File: config.mk
export PLATFORM = sky130hd
export DESIGN_NAME = insertion_sort_engine_core
export DESIGN_NICKNAME = d
export VERILOG_FILES = /design/src/hdl/ise_pkg.sv /design/src/hdl/ise_cell.sv /design/src/hdl/insertion_sort_engine_core.sv
export SDC_FILE = /design/constraint.sdc
export NUM_CORES = 2
export LEC_CHECK = 0
export ABC_AREA = 0
export BUFFER_PORTS_ARGS = -buffer_cell sky130_fd_sc_hd__buf_2
export CORE_ASPECT_RATIO = 1.2
export CORE_MARGIN = 2
export CORE_UTILIZATION = 45
export CTS_CLUSTER_SIZE = 12
export DETAILED_ROUTE_END_ITERATION = 7
export PLACE_DENSITY = 0.63
export SLEW_MARGIN = 15
export SYNTH_ARGS = -nofsm -noshare
export SYNTH_HDL_FRONTEND = slang
export SYNTH_SLANG_ARGS = --single-unit
File: constraint.sdc
create_clock -name clk -period 11.2 [get_ports clk]
set_input_delay 0.56 -clock clk [delete_from_list [all_inputs] [get_ports clk]]
set_output_delay 0.56 -clock clk [all_outputs]
set_load 0.005 [all_outputs]
File: src/hdl/ise_pkg.sv
// Shared types and constants of the insertion sort engine.
package ise_pkg;

  localparam int unsigned DATA_W = 32;

  typedef logic signed [DATA_W-1:0] data_t;

  // Per-cycle command broadcast to every cell of the chain.
  typedef struct packed {
    logic insert;  // place the broadcast value, shifting larger entries up
    logic shift;   // move every entry one place toward the output end
  } cell_ctrl_t;

endpackage

File: src/hdl/ise_cell.sv
// One cell of the sorting chain: a stored value, its occupied bit and the compare.
module ise_cell
  import ise_pkg::*;
(
  input  logic       clk,
  input  logic       rst,
  input  cell_ctrl_t ctrl,
  input  data_t      ins_value,
  input  data_t      left_value,
  input  logic       left_occ,
  input  logic       left_gt,
  input  data_t      right_value,
  input  logic       right_occ,
  output data_t      value,
  output logic       occ,
  output logic       gt
);

  // An empty cell acts as plus infinity, so the first empty cell takes the value.
  assign gt = !occ || (value > ins_value);

  always_ff @(posedge clk) begin
    if (ctrl.insert) begin
      if (gt) begin
        value <= left_gt ? left_value : ins_value;
      end
    end else if (ctrl.shift) begin
      value <= right_value;
    end
  end

  always_ff @(posedge clk) begin
    if (rst) begin
      occ <= 1'b0;
    end else if (ctrl.insert) begin
      occ <= occ | left_occ;
    end else if (ctrl.shift) begin
      occ <= right_occ;
    end
  end

endmodule

File: src/hdl/insertion_sort_engine_core.sv
// Top level of the insertion sort engine: a systolic chain of compare-and-shift cells.
//
// The engine accepts signed 32-bit values one per cycle and keeps them in a
// chain of MAX_ITEMS cells that is always sorted in ascending order. Every
// accepted value is broadcast to all cells; each cell holding a strictly
// greater value (or empty) moves its neighbor's entry up one place, so equal
// values keep their arrival order and the sort is stable. A list streams in at
// one element per cycle. Values that arrive while all cells are occupied are
// dropped, and every result of that list then carries overflow. The transfer
// of an element with last_in set ends the list: the chain then shifts its
// contents toward cell 0, which drives the output port directly, giving one
// result per cycle while out_ready is high. During this drain in_ready is low,
// so no new element is taken while the stored list is emitted. The final
// result carries last_out; after its transfer the chain is empty and in_ready
// returns high.
module insertion_sort_engine_core
  import ise_pkg::*;
#(
  parameter int unsigned MAX_ITEMS = 16
) (
  input  logic  clk,
  input  logic  rst,
  input  logic  in_valid,
  output logic  in_ready,
  input  data_t value_in,
  input  logic  last_in,
  output logic  out_valid,
  input  logic  out_ready,
  output data_t value_out,
  output logic  last_out,
  output logic  overflow
);

  data_t                cell_value [MAX_ITEMS];
  logic [MAX_ITEMS-1:0] cell_occ;
  logic [MAX_ITEMS-1:0] cell_gt;
  cell_ctrl_t           ctrl;

  logic draining;   // the stored list is being emitted
  logic dropped;    // an element of the current list was dropped

  logic in_fire;
  logic out_fire;
  logic full;

  assign full     = cell_occ[MAX_ITEMS-1];
  assign in_ready = !draining;
  assign in_fire  = in_valid && in_ready;
  assign out_fire = out_valid && out_ready;

  // Inserts only happen outside the drain and shifts only inside it.
  assign ctrl.insert = in_fire && !full;
  assign ctrl.shift  = out_fire;

  // Cell 0 always sees an occupied, not-greater neighbor on its left, and the
  // top cell sees an empty neighbor on its right.
  for (genvar i = 0; i < MAX_ITEMS; i++) begin : g_cell
    data_t left_value;
    logic  left_occ;
    logic  left_gt;
    data_t right_value;
    logic  right_occ;

    if (i == 0) begin : g_first
      assign left_value = value_in;
      assign left_occ   = 1'b1;
      assign left_gt    = 1'b0;
    end else begin : g_inner_left
      assign left_value = cell_value[i-1];
      assign left_occ   = cell_occ[i-1];
      assign left_gt    = cell_gt[i-1];
    end

    if (i == MAX_ITEMS - 1) begin : g_last
      assign right_value = cell_value[i];
      assign right_occ   = 1'b0;
    end else begin : g_inner_right
      assign right_value = cell_value[i+1];
      assign right_occ   = cell_occ[i+1];
    end

    ise_cell u_cell (
      .clk         (clk),
      .rst         (rst),
      .ctrl        (ctrl),
      .ins_value   (value_in),
      .left_value  (left_value),
      .left_occ    (left_occ),
      .left_gt     (left_gt),
      .right_value (right_value),
      .right_occ   (right_occ),
      .value       (cell_value[i]),
      .occ         (cell_occ[i]),
      .gt          (cell_gt[i])
    );
  end

  // The drain starts with the transfer of the last element and ends with the
  // transfer of the result that carries last_out.
  always_ff @(posedge clk) begin
    if (rst) begin
      draining <= 1'b0;
    end else if (in_fire && last_in) begin
      draining <= 1'b1;
    end else if (out_fire && last_out) begin
      draining <= 1'b0;
    end
  end

  always_ff @(posedge clk) begin
    if (rst) begin
      dropped <= 1'b0;
    end else if (in_fire && full) begin
      dropped <= 1'b1;
    end else if (out_fire && last_out) begin
      dropped <= 1'b0;
    end
  end

  // Cell 0 is the output register; the result is the final one when cell 1 is empty.
  assign out_valid = draining;
  assign value_out = cell_value[0];
  assign last_out  = !cell_occ[1];
  assign overflow  = dropped;

  // Occupied cells always form a contiguous run starting at cell 0.
  a_occ_contiguous: assert property (@(posedge clk) disable iff (rst)
    ((cell_occ + MAX_ITEMS'(1)) & cell_occ) == '0)
    else $error("occupied cells are not contiguous from cell 0");

  // While results are offered, the output cell holds a stored element.
  a_out_occupied: assert property (@(posedge clk) disable iff (rst)
    out_valid |-> cell_occ[0])
    else $error("result offered from an empty output cell");

  // A value taken while the chain is full marks the list as overflowed.
  a_drop_flags: assert property (@(posedge clk) disable iff (rst)
    (in_fire && full) |=> dropped)
    else $error("dropped element did not set the overflow flag");

  // After the final result the chain is empty and ready for a new list.
  a_drain_done: assert property (@(posedge clk) disable iff (rst)
    (out_fire && last_out) |=> (!draining && (cell_occ == '0) && !dropped))
    else $error("chain not cleared after the final result");

endmodule

# Word level (Yosys, flattened, before mapping)
# Cells that the tools add are included.
# Widths: inputs -> output; s select.
[word_totals] reg_bits=530 out_inout_bits=36 elab_cells=233
[op_classes] magnitude_cmp=16 bitwise_logic=15 n_mux=95 reduce_logical=58 n_eq_ne=15
[op_table] op="$mux 32" count=60
[op_table] op="$gt 32x32->1" count=16
[op_table] op="$mux 1" count=35
[op_table] op="$reduce_and 2->1" count=16
[op_table] op="$ne 2x1->1 const B" count=15
[op_table] op="$logic_not 1->1" count=17
[op_table] op="$logic_or 1x1->1" count=16
[op_table] op="$or 1x1->1" count=15
[op_table] op="$logic_and 1x1->1" count=6
[op_table] op="$reduce_bool 2->1" count=3

# Logic depth before layout (Yosys ltp)
[logic_depth] depth_word=5 depth_mapped=12 mapped_depth_nobuf=10

# Hierarchy
# Synthesis repeated with hierarchy kept, for this count alone.
[unflattened] hier_cells=4143 area_unflattened_um2=39964.6
[by_module_without_submodules] mod="ise_cell" seq_area_each_um2=980.9 area_each_um2=2491.1 instances=16 cells_per_inst=258
[by_module_without_submodules] mod="insertion_sort_engine_core" seq_area_each_um2=40.0 area_each_um2=106.4 instances=1 cells_per_inst=15

# Least setup slack after synthesis
# No wires, ideal clock.
[synth_timing] path_type="input to register" startpoint="in value_in[25]" endpoint="reg g_cell[14].u_cell.value[0], enable pin" path_stages=11 path_buffers=1 arrival_ns=3.982 setup_slack_ns=6.793 path_cell_list="inv_1 > ha_1 > a21o_1 > a21o_1 > a21oi_1 > nor2_1 > or3_1 > o21ai_1 > a311oi_4 > buf_6 > o21ai_1"
[synth_between] elab_chain_len=4
[synth_lines] element="start, declared" line_no="insertion_sort_engine_core.sv:25" rtl="input data_t value_in,"
[synth_lines] element="$gt 32x32->1" line_no="ise_cell.sv:20" rtl="assign gt = !occ || (value > ins_value);"
[synth_lines] element="$logic_or 1x1->1" line_no="ise_cell.sv:20"
[synth_lines] element="$ne 2x1->1 (no source line)"
[synth_lines] element="$reduce_and 2->1 (no source line)"
[synth_lines] element="end signal, assigned" line_no="ise_cell.sv:25" rtl="value <= left_gt ? left_value : ins_value;"
[synth_lines] element="end signal, assigned" line_no="ise_cell.sv:28" rtl="value <= right_value;"
[synth_lines] element="end, declared" line_no="ise_cell.sv:14" rtl="output data_t value,"
# Every way passes these cells.
# A chain may end at the register's enable or synchronous reset.

# Worst setup path in the final report
[layout_timing] startpoint="reg draining (netlist: out_valid)" endpoint="reg g_cell[1].u_cell.value[11], enable pin"
[layout_between] elab_chain_len=5
[layout_lines] element="start, declared" line_no="insertion_sort_engine_core.sv:39" rtl="logic draining;"
[layout_lines] element="start signal, assigned" line_no="insertion_sort_engine_core.sv:102" rtl="draining <= 1'b0;"
[layout_lines] element="start signal, assigned" line_no="insertion_sort_engine_core.sv:104" rtl="draining <= 1'b1;"
[layout_lines] element="start signal, assigned" line_no="insertion_sort_engine_core.sv:106" rtl="draining <= 1'b0;"
[layout_lines] element="$logic_not 1->1" line_no="insertion_sort_engine_core.sv:47" rtl="assign in_ready = !draining;"
[layout_lines] element="$logic_and 1x1->1" line_no="insertion_sort_engine_core.sv:48" rtl="assign in_fire = in_valid && in_ready;"
[layout_lines] element="$logic_and 1x1->1" line_no="insertion_sort_engine_core.sv:52" rtl="assign ctrl.insert = in_fire && !full;"
[layout_lines] element="$ne 2x1->1 (no source line) / $reduce_bool 2->1 (equally long branches)"
[layout_lines] element="$reduce_and 2->1 (no source line) (*)"
[layout_lines] element="end signal, assigned" line_no="ise_cell.sv:25"
[layout_lines] element="end signal, assigned" line_no="ise_cell.sv:28"
[layout_lines] element="end, declared" line_no="ise_cell.sv:14"
# Mark *: on every way between the ends. The rest lies on a longest branch, timed or not.

==> results.py <==
metrics = {
    "synth": {
        "syn_inst": 3633,
        "ys_async_sr_fraction_pct": 0,
        "ys_warn_count": 0,
        "synth_nets": 4150,
        "synthesis.area_um2": 35800,
        "ys_types": 53,
        "synth.avg_cell_area_um2": 9.85,
        "synth_ff_type": "edfxtp_1",
        "ys_seq_elements": 530,
        "synth_edf_count": 512,
        "ys_seq_area_share_pct": 44.0,
    },
    "placed_design": {
        "place_hpwl_um": 76100,
        "port_buffers": 72,
        "place_area_um2": 36900,
        "gp_congestion": 0.889,
    },
    "floorplanning": {
        "core_area_um2": 78900,
        "die_area_um2": 81800,
        "start_util_pct": 45.4,
        "dieWidth_um": 261,
        "ioPinCount": 73,
        "core.rowCount": 113,
        "die_h_um": 313,
    },
    "sta": {
        "tns_ps": 0,
        "setup_viol": 0,
        "whs_ps": 178,
        "relSlewSlack_pct": 19.9,
        "worst_pin_slew_ps": 1200,
        "hold_viol": 0,
        "rsz0062_at_grt": "false",
        "min_period_ps": 4270,
        "final.setup_skew_ps": 10.7,
        "drv_slew": 0,
        "fin_crit_sh_pct": 38.2,
        "max_freq_mhz": 234,
    },
    "setup_path": {
        "critPathKind": "reg -> reg",
        "path_cells": "nor2b_1 > nand2b_4 > inv_8 > buf_12 > buf_4 > nand2_1 > nand2_1 > buf_4",
        "critPathSlowestCell": "buf_4",
        "worstPathRequired_ps": 11480,
        "r2r_cells": 8,
        "critPathMaxFanout": 162,
        "worst_path_largest_cell_delay_ps": 880,
        "crit_arrival_ps": 4550,
        "cp-start-kind": "flip-flop",
        "end_kind": "flip-flop",
    },
    "power": {
        "vdd_drop_max_mv": 0.122,
        "leakage_nw": 14.9,
        "p_per_area_nw_per_um2": 166,
    },
    "worst_hold_path": {
        "hold_path_depth": 3,
        "hold_path.class": "in -> reg",
    },
    "routing": {
        "vias_per_cell": 6.32,
        "vias": 29300,
        "dr.pass1.iters": 5,
        "initialDrtViolationCount": 2772,
        "routed_wl_um": 107000,
        "drcViolationCount": 0,
        "routedWlPerCell_um": 23.0,
        "final_antenna_net_count": 0,
    },
    "clock_tree": {
        "post_cts_buffers": 0,
        "cts_tree": "yes",
        "ctsHoldBuffers": 0,
        "clock_latency_ps": 650,
        "htree_levels": 2,
        "clock-sinks": 530,
        "clock_path_buffers": 3,
        "cts_made_buffers": 58,
        "clk_pin_slew_worst_paths_ps": 60,
        "ctsResizeCount": 0,
        "cts_root_buf": "clkbuf_16",
    },
    "final_layout": {
        "final_common_cell": "nand2_1",
        "drive_above_1_share_pct": 5.82,
        "final_area_um2": 38700,
        "final_cell_mix": "665 x nand2_1, 512 x edfxtp_1, 497 x nand3_1",
        "layout.nets": 4075,
        "area_growth_pct": 8.27,
    },
    "status": {
        "outcome": "finished, final reports clean",
    },
    "global_routing": {
        "grt_start_max_net_pins": 183,
        "antenna_found_initial": 2,
        "grt-ovfl-total": 0,
        "grt_pass1_vias": 28500,
        "grt_usage_pct": 26.1,
        "grt_pass1_wl_um": 168000,
    },
    "job": {
        "cap_viol_max_count": 0,
    },
}
Yosys cell counts (43+ instances only):
cell type    n  area, um^2
nand2_1    665        2500
a21o_1      43         323
ha_1       480        6010
inv_1       54         203
nand3_1    497        2490
nand4_1    115         719
nor2_1      59         221
edfxtp_1   512       15400
clkbuf_1   186         698
buf_1       51         191
a21oi_1    192         961
o211ai_1   462        3470
a211oi_1    43         323
per-stage QoR:
step | setup slack, ps | cells | utilization (%) | total power, mW
floorplan | 6790 | 3633 | - | 3.99
global placement | 6430 | 4533 | 46.8 | 4.51
detailed placement | 6410 | 4533 | 46.8 | 4.56
CTS | 6940 | 4643 | 49.1 | 6.45
global route | 6650 | 4644 | 49.1 | 6.79
finish | 6930 | 4644 | 49.1 | 6.43
critical path: cells and delay by family, from the launching register on:
family	cells	cell delay [ps]
and+or+nand+nor	4	890
DFF	1	330
buffers and inverters	4	2440
area by class of cell:
| type | count | area, um^2 |
|---|---|---|
| fillers | 7329 | 40100 |
| multi-input cells | 2799 | 19000 |
| flip-flops and latches | 530 | 15700 |
| clock buffers | 70 | 1560 |
| well taps | 1035 | 1290 |
| repair buffers | 114 | 713 |
| clock inverters | 40 | 243 |
| inverters | 55 | 214 |
| diodes | 1 | 2.50 |
sequential cells by signal, indices dropped and copies added, names as in the netlist:
register / flops
g_cell.u_cell.occ: 16
out_valid: 1
g_cell.u_cell.value: 512
overflow: 1
cell families after synthesis:
group           after synthesis  synth area share (%)
flops                       530                  44.0
buf+inv                     304                  3.28
simple gates               1435                  18.4
compound gates              851                  16.5
fa+ha+maj                   480                  16.8
mux                          33                  1.03
report_power, final:
| part | total, mW | internal, mW | switching [mW] |
|---|---|---|---|
| combinational | 1.61 | 0.599 | 1.01 |
| sequential | 2.92 | 2.63 | 0.296 |
| clock | 1.90 | 1.05 | 0.850 |
per-layer routing:
layer	routed length (um)	part of all wire, %	track usage, %
met5	12	0.011	0
met4	4360	4.1	10.3
met3	5750	5.4	2.82
met2	50400	47	41.8
met1	46500	43	36.1
path summary, 6_finish.rpt:
path	to	start	slack [ps]
setup / recovery	g_cell[1].u_cell.value[11]	out_valid	6930
hold / removal	out_valid	last_in	180
setup reg to reg	g_cell[1].u_cell.value[11]	out_valid	6930
hold reg to reg	overflow	overflow	530
No activity file was read; power rests on OpenSTA's default activity.
